--- src/rtl/pmvg_pkg.sv ---
// Package: shared constants, types and tables for the parametric mesh vertex generator.
package pmvg_pkg;

  localparam int MaxPrecision = 255;
  localparam int AngleBits    = 16;
  localparam int CordicSteps  = 20;
  localparam int DivSteps     = 24;

  localparam logic signed [33:0] CordicSeed = 34'sd652032874;

  localparam logic [3:0] CfgShapeMode = 4'd0;
  localparam logic [3:0] CfgPrecision = 4'd1;
  localparam logic [3:0] CfgInnerRad  = 4'd2;
  localparam logic [3:0] CfgRingRad   = 4'd3;

  // Arctangent of 2^-k in units of 2^32 per turn.
  function automatic logic signed [33:0] atan_turn(input int k);
    logic signed [33:0] t;
    begin
      unique case (k)
        0:  t = 34'sh20000000;
        1:  t = 34'sh12E4051D;
        2:  t = 34'sh09FB385B;
        3:  t = 34'sh051111D4;
        4:  t = 34'sh028B0D43;
        5:  t = 34'sh0145D7E1;
        6:  t = 34'sh00A2F61E;
        7:  t = 34'sh00517C55;
        8:  t = 34'sh0028BE53;
        9:  t = 34'sh00145F2E;
        10: t = 34'sh000A2F98;
        11: t = 34'sh000517CC;
        12: t = 34'sh00028BE6;
        13: t = 34'sh000145F3;
        14: t = 34'sh0000A2F9;
        15: t = 34'sh0000517C;
        16: t = 34'sh000028BE;
        17: t = 34'sh0000145F;
        18: t = 34'sh00000A2F;
        default: t = 34'sh00000517;
      endcase
      return t;
    end
  endfunction

  // Per-item control that rides along the pipeline.
  typedef struct packed {
    logic        mode;
    logic [7:0]  prec;
    logic [14:0] inner;
    logic [14:0] ring;
    logic [7:0]  row;
    logic [7:0]  col;
  } item_t;

endpackage

--- src/rtl/pmvg_div.sv ---
// Pipelined restoring divider: quotient = (num + den/2) / den, one quotient bit per stage.
module pmvg_div (
  input  logic        clk_i,
  input  logic        rst_ni,
  input  logic        en_i,
  input  logic [23:0] num_i,
  input  logic [7:0]  den_i,
  output logic [23:0] quo_o
);
  localparam int N = pmvg_pkg::DivSteps;

  logic [N-1:0][24:0] num_q;
  logic [N-1:0][23:0] quo_q;
  logic [N-1:0][8:0]  rem_q;
  logic [N-1:0][7:0]  den_q;

  logic [N-1:0][8:0]  rem_d;
  logic [N-1:0][23:0] quo_d;

  // Stage s consumes numerator bit N-1-s.
  always_comb begin
    for (int s = 0; s < N; s++) begin
      logic [8:0]  r;
      logic [24:0] n;
      logic [23:0] qq;
      logic [7:0]  d;
      if (s == 0) begin
        n  = {1'b0, num_i} + {17'd0, 1'b0, den_i[7:1]};
        r  = 9'd0;
        qq = 24'd0;
        d  = den_i;
      end else begin
        n  = num_q[s-1];
        r  = rem_q[s-1];
        qq = quo_q[s-1];
        d  = den_q[s-1];
      end
      r = {r[7:0], n[N-1-s]};
      // Top bit of the rounded numerator lands in stage 0 via bit 24.
      if (s == 0) r = {7'd0, n[24], n[N-1]};
      if (r >= {1'b0, d}) begin
        r = r - {1'b0, d};
        qq[N-1-s] = 1'b1;
      end else begin
        qq[N-1-s] = 1'b0;
      end
      rem_d[s] = r;
      quo_d[s] = qq;
    end
  end

  always_ff @(posedge clk_i) begin
    if (en_i) begin
      for (int s = 0; s < N; s++) begin
        rem_q[s] <= rem_d[s];
        quo_q[s] <= quo_d[s];
        if (s == 0) begin
          num_q[s] <= {1'b0, num_i} + {17'd0, 1'b0, den_i[7:1]};
          den_q[s] <= den_i;
        end else begin
          num_q[s] <= num_q[s-1];
          den_q[s] <= den_q[s-1];
        end
      end
    end
  end

  assign quo_o = quo_q[N-1];

`ifndef ASSERT_OFF
  a_den_nz: assert property (@(posedge clk_i) disable iff (!rst_ni)
    en_i |=> den_q[0] != 8'd0) else $error("divider saw zero divisor");
  a_rem_lt: assert property (@(posedge clk_i) disable iff (!rst_ni)
    en_i |=> rem_q[0] < {1'b0, den_q[0]}) else $error("remainder not below divisor");
  a_hold: assert property (@(posedge clk_i) disable iff (!rst_ni)
    !en_i |=> $stable(quo_q[N-1])) else $error("divider moved while stalled");
`endif
endmodule

--- config.mk ---
export PLATFORM = sky130hd
export DESIGN_NAME = pmvg_div
export DESIGN_NICKNAME = d
export VERILOG_FILES = /design/src/rtl/pmvg_pkg.sv /design/src/rtl/pmvg_div.sv
export SDC_FILE = /design/constraint.sdc
export NUM_CORES = 1
export LEC_CHECK = 0
export BUFFER_PORTS_ARGS = -buffer_cell sky130_fd_sc_hd__buf_4
export CAP_MARGIN = 10
export CORE_MARGIN = 1
export CORE_UTILIZATION = 63
export DETAILED_ROUTE_END_ITERATION = 6
export PLACE_DENSITY = 0.86
export REMOVE_ABC_BUFFERS = 1
export SYNTH_ARGS = -nofsm -noshare
export SYNTH_HDL_FRONTEND = slang
export SYNTH_SLANG_ARGS = --single-unit
export TNS_END_PERCENT = 5
--- constraint.sdc ---
create_clock -name clk_i -period 3.6 [get_ports clk_i]
set_input_delay 0.18 -clock clk_i [delete_from_list [all_inputs] [get_ports clk_i]]
set_output_delay 0.18 -clock clk_i [all_outputs]
set_load 0.02 [all_outputs]
==> PnR_summary.wiki <==
{| class="wikitable"
! Metric !! Value
|-
| Synth-to-layout area growth || 12.6%
|-
| Synth Area per Inst || 14.9 um2
|-
| Routed wire per std cell || 19.9 um
|-
| Most numerous cell on the critical path || sky130_fd_sc_hd__ha_1
|-
| Diodes inserted || 0
|-
| Count of mapped cells out of synthesis || 2774
|-
| Final max-slew violation count || 0
|-
| Number of enable flip-flop cells after synthesis || 944
|-
| Leading post-synthesis cells by cell area || sky130_fd_sc_hd__edfxtp_1, sky130_fd_sc_hd__ha_1, sky130_fd_sc_hd__o21a_1
|-
| Clock latency of the later-clocked register in the worst-skew pair || 660 ps
|-
| Number of port buffers || 57
|-
| Post-synth ARST share || 0%
|-
| Reported max-cap violation count || 0
|-
| Placer's final routability congestion estimate || 0.873
|-
| Dominant cell type by area after synthesis || sky130_fd_sc_hd__edfxtp_1
|-
| Sum of routed wire length over all layers || 77.8 mm
|-
| Number of nets in the layout || 3232
|-
| Core area || 64600 um2
|-
| Clock sinks || 944
|-
| Max Clock Skew || 25.4 ps
|-
| Crit path cell chain || dlygate4sd3_1 -> buf_4 -> ha_1 -> inv_1 -> fa_1 -> nand2b_1 -> a21oi_2 -> o211ai_2 -> nor2_1 -> ha_1 -> a21oi_1 -> nor3_1 -> nand2_1 -> mux2_2
|-
| Number of DRC markers in iteration 0 || 1865
|-
| Run status || finished with violations
|-
| Fin. Hold Viols || 0
|-
| Worst r2r path cells || 7
|-
| Initial standard-cell utilization of the core || 63.8%
|-
| Start point of the worst min-delay path || en_i
|-
| Worst path slowest cell || sky130_fd_sc_hd__dlygate4sd3_1
|-
| TritonCTS clock tree || done
|-
| Chip Width || 258 um
|-
| Critical path endpoint category || flop
|-
| Maximum vdd drop || 0.545 mV
|-
| Pin count of the biggest net entering global routing || 113
|-
| Inserted Clock Buffers || 91
|-
| Worst Hold Class || in -> reg
|-
| Most used flip-flop cell after synthesis || sky130_fd_sc_hd__edfxtp_1
|-
| Cts repair resizes || 0
|-
| Register clock-pin slew on the reported worst setup and hold paths || 60 ps
|-
| Tcrit/Tclk final || 86.5%
|-
| Residual DRC || 2
|-
| Setup Total Neg Slack || 0 ps
|-
| Least-Margin Pin Slew || 688 ps
|-
| Count leader, synth || sky130_fd_sc_hd__edfxtp_1
|-
| Setup repair after global routing missed its margin || no
|-
| Std cell rows || 93
|-
| Critical path required time || 3990 ps
|-
| Yosys warning total || 0
|-
| Fraction of layout cells with a size suffix above 1 || 11.3%
|-
| Clock tree buffer depth || 3
|-
| CP peak stage delay || 530 ps
|-
| Setup slack on the worst flop-to-flop path || 1260 ps
|-
| Global route total overflow || 0
|-
| Worst-path maximum fanout || 5
|-
| Minimum period implied by the final worst setup slack || 3120 ps
|-
| Number of top-level pins || 59
|-
| R2r endpoint || rem_q[16]
|-
| Die Span Y || 258 um
|-
| Number of nets still failing antenna checks after routing || 0
|-
| Cell area power density || 757 nW/um2
|-
| Relative slew slack || 54.1%
|-
| Category of the most critical setup path || in -> reg
|-
| Detailed-placement wirelength estimate || 50.3 mm
|-
| Worst path arrival time || 3500 ps
|-
| Pleak || 17.7 nW
|-
| Violations in the final reports || design-rule violations
|-
| Worst path bufs/invs || 3
|-
| Maximum clock frequency || 0.321 GHz
|-
| #FFs+latches synth || 944
|-
| Startpoint types || input port
|-
| FF-to-FF Start || den_q[2]
|-
| Vias per cell || 6.06
|-
| Vias || 23.7k
|-
| Seq/Total Area, Yosys || 68.8%
|-
| Fraction of synthesized cell area taken by the top area cell type || 68.8%
|-
| Utilization after layout || 71.9%
|-
| Vias in the first global route || 23.8k
|-
| Commonest cells post-synth || sky130_fd_sc_hd__edfxtp_1, sky130_fd_sc_hd__inv_1, sky130_fd_sc_hd__ha_1
|-
| Clock tree root buffer cell || sky130_fd_sc_hd__clkbuf_16
|-
| Number of antenna violations at the first check in global routing || 0
|-
| Total GRT Usage || 23.5%
|-
| Post-synth design cell area || 41200 um2
|-
| Total setup violations reported at the end of the flow || 0
|-
| Endpoint of the worst hold path || den_q[69]
|-
| Count of distinct cell types in the synthesized netlist || 47
|-
| First-pass DRT Iterations || 7
|-
| Min-Delay Path Depth || 1
|-
| Number of H-tree levels || 3
|-
| Cell class contributing the biggest share of worst-path delay || adder cells
|-
| Overall die area || 66500 um2
|-
| Wire length of the first global-routing pass || 124 mm
|}
==> report_power, final <==
part	switching, W	internal (W)
logic	0.00589	0.00432
registers	0.000913	0.0144
clock network	0.00413	0.00547
==> registers in the layout, summed over array words and instances, names as in the netlist <==
name	cells
quo_d	276
den_q	184
quo_o	24
num_q	276
rem_q	184
==> placed cells by master, fill, tap and decap left out, types with 48 or more instances in the layout <==
master / netlist / final
sky130_fd_sc_hd__edfxtp_1: 944 / 944
sky130_fd_sc_hd__inv_1: 216 / 216
sky130_fd_sc_hd__ha_1: 193 / 193
sky130_fd_sc_hd__a21oi_1: 163 / 163
sky130_fd_sc_hd__o21ai_0: 153 / 153
sky130_fd_sc_hd__o21a_1: 113 / 113
sky130_fd_sc_hd__nor3_1: 113 / 113
sky130_fd_sc_hd__nor2_1: 100 / 100
sky130_fd_sc_hd__clkbuf_16: 0 / 92
sky130_fd_sc_hd__nand3_1: 71 / 71
sky130_fd_sc_hd__buf_4: 0 / 70
sky130_fd_sc_hd__nand2_1: 57 / 57
sky130_fd_sc_hd__a21o_1: 48 / 48
==> metal layers <==
layer	part of all wire [%]	vias to the layer above	track usage [%]
li1	-	11116	-
met1	40	11649	28.5
met2	52	744	42.2
met3	4.4	209	3.47
met4	3.6	0	9.16
met5	0	-	0
==> timing repair <==
| item | CTS | global route |
|---|---|---|
| buffers inserted | 0 | 0 |
| hold buffers | 27 | 0 |
| hold endpoints to repair | 32 | 0 |
==> cells by family after synthesis <==
group | share of synthesized area [%]
AO/OA/AOI/OAI | 10.8
adder cells (fa/ha/maj) | 7.02
XOR/XNOR | 0.935
flip-flops | 68.8
buffers and inverters | 1.97
AND/OR/NAND/NOR | 8.21
multiplexers | 2.30
==> metrics by stage <==
stage | cell area [um2] | total power, W | cells | setup WS [ps] | hold WS [ps]
after detailed placement | 43100 | 0.0254 | 3715 | 500 | 379
after floorplan | 41200 | 0.0227 | 2774 | 855 | 279
final | 46400 | 0.0352 | 3911 | 484 | 24.8
after CTS | 46400 | 0.0352 | 3911 | 566 | 46.0
after global placement | 43100 | 0.0248 | 3715 | 617 | 376
after global routing | 46400 | 0.0368 | 3911 | 403 | 50.1
==> worst max-delay path by stage <==
stage / depth (start not counted) / from / to / slack [ps]
floorplan: 12 / num_i[0] / rem_q[1] / 850
detailed placement: 13 / den_i[1] / rem_q[1] / 500
global placement: 13 / den_i[5] / rem_q[1] / 620
finish: 14 / den_i[1] / rem_q[1] / 480
global route: 14 / den_i[1] / rem_q[1] / 400
CTS: 14 / den_i[1] / rem_q[1] / 570
==> area by class of cell <==
| cell class | count | area (um2) |
|---|---|---|
| Sequential cell | 944 | 28300 |
| Fill cell | 3905 | 18200 |
| Multi-Input combinational cell | 1614 | 12100 |
| Clock buffer | 111 | 2370 |
| Timing Repair Buffer | 113 | 1110 |
| Tap cell | 855 | 1070 |
| Inverter | 216 | 811 |
| Clock inverter | 58 | 647 |
Note: power is estimated with default switching activity, not from simulation.
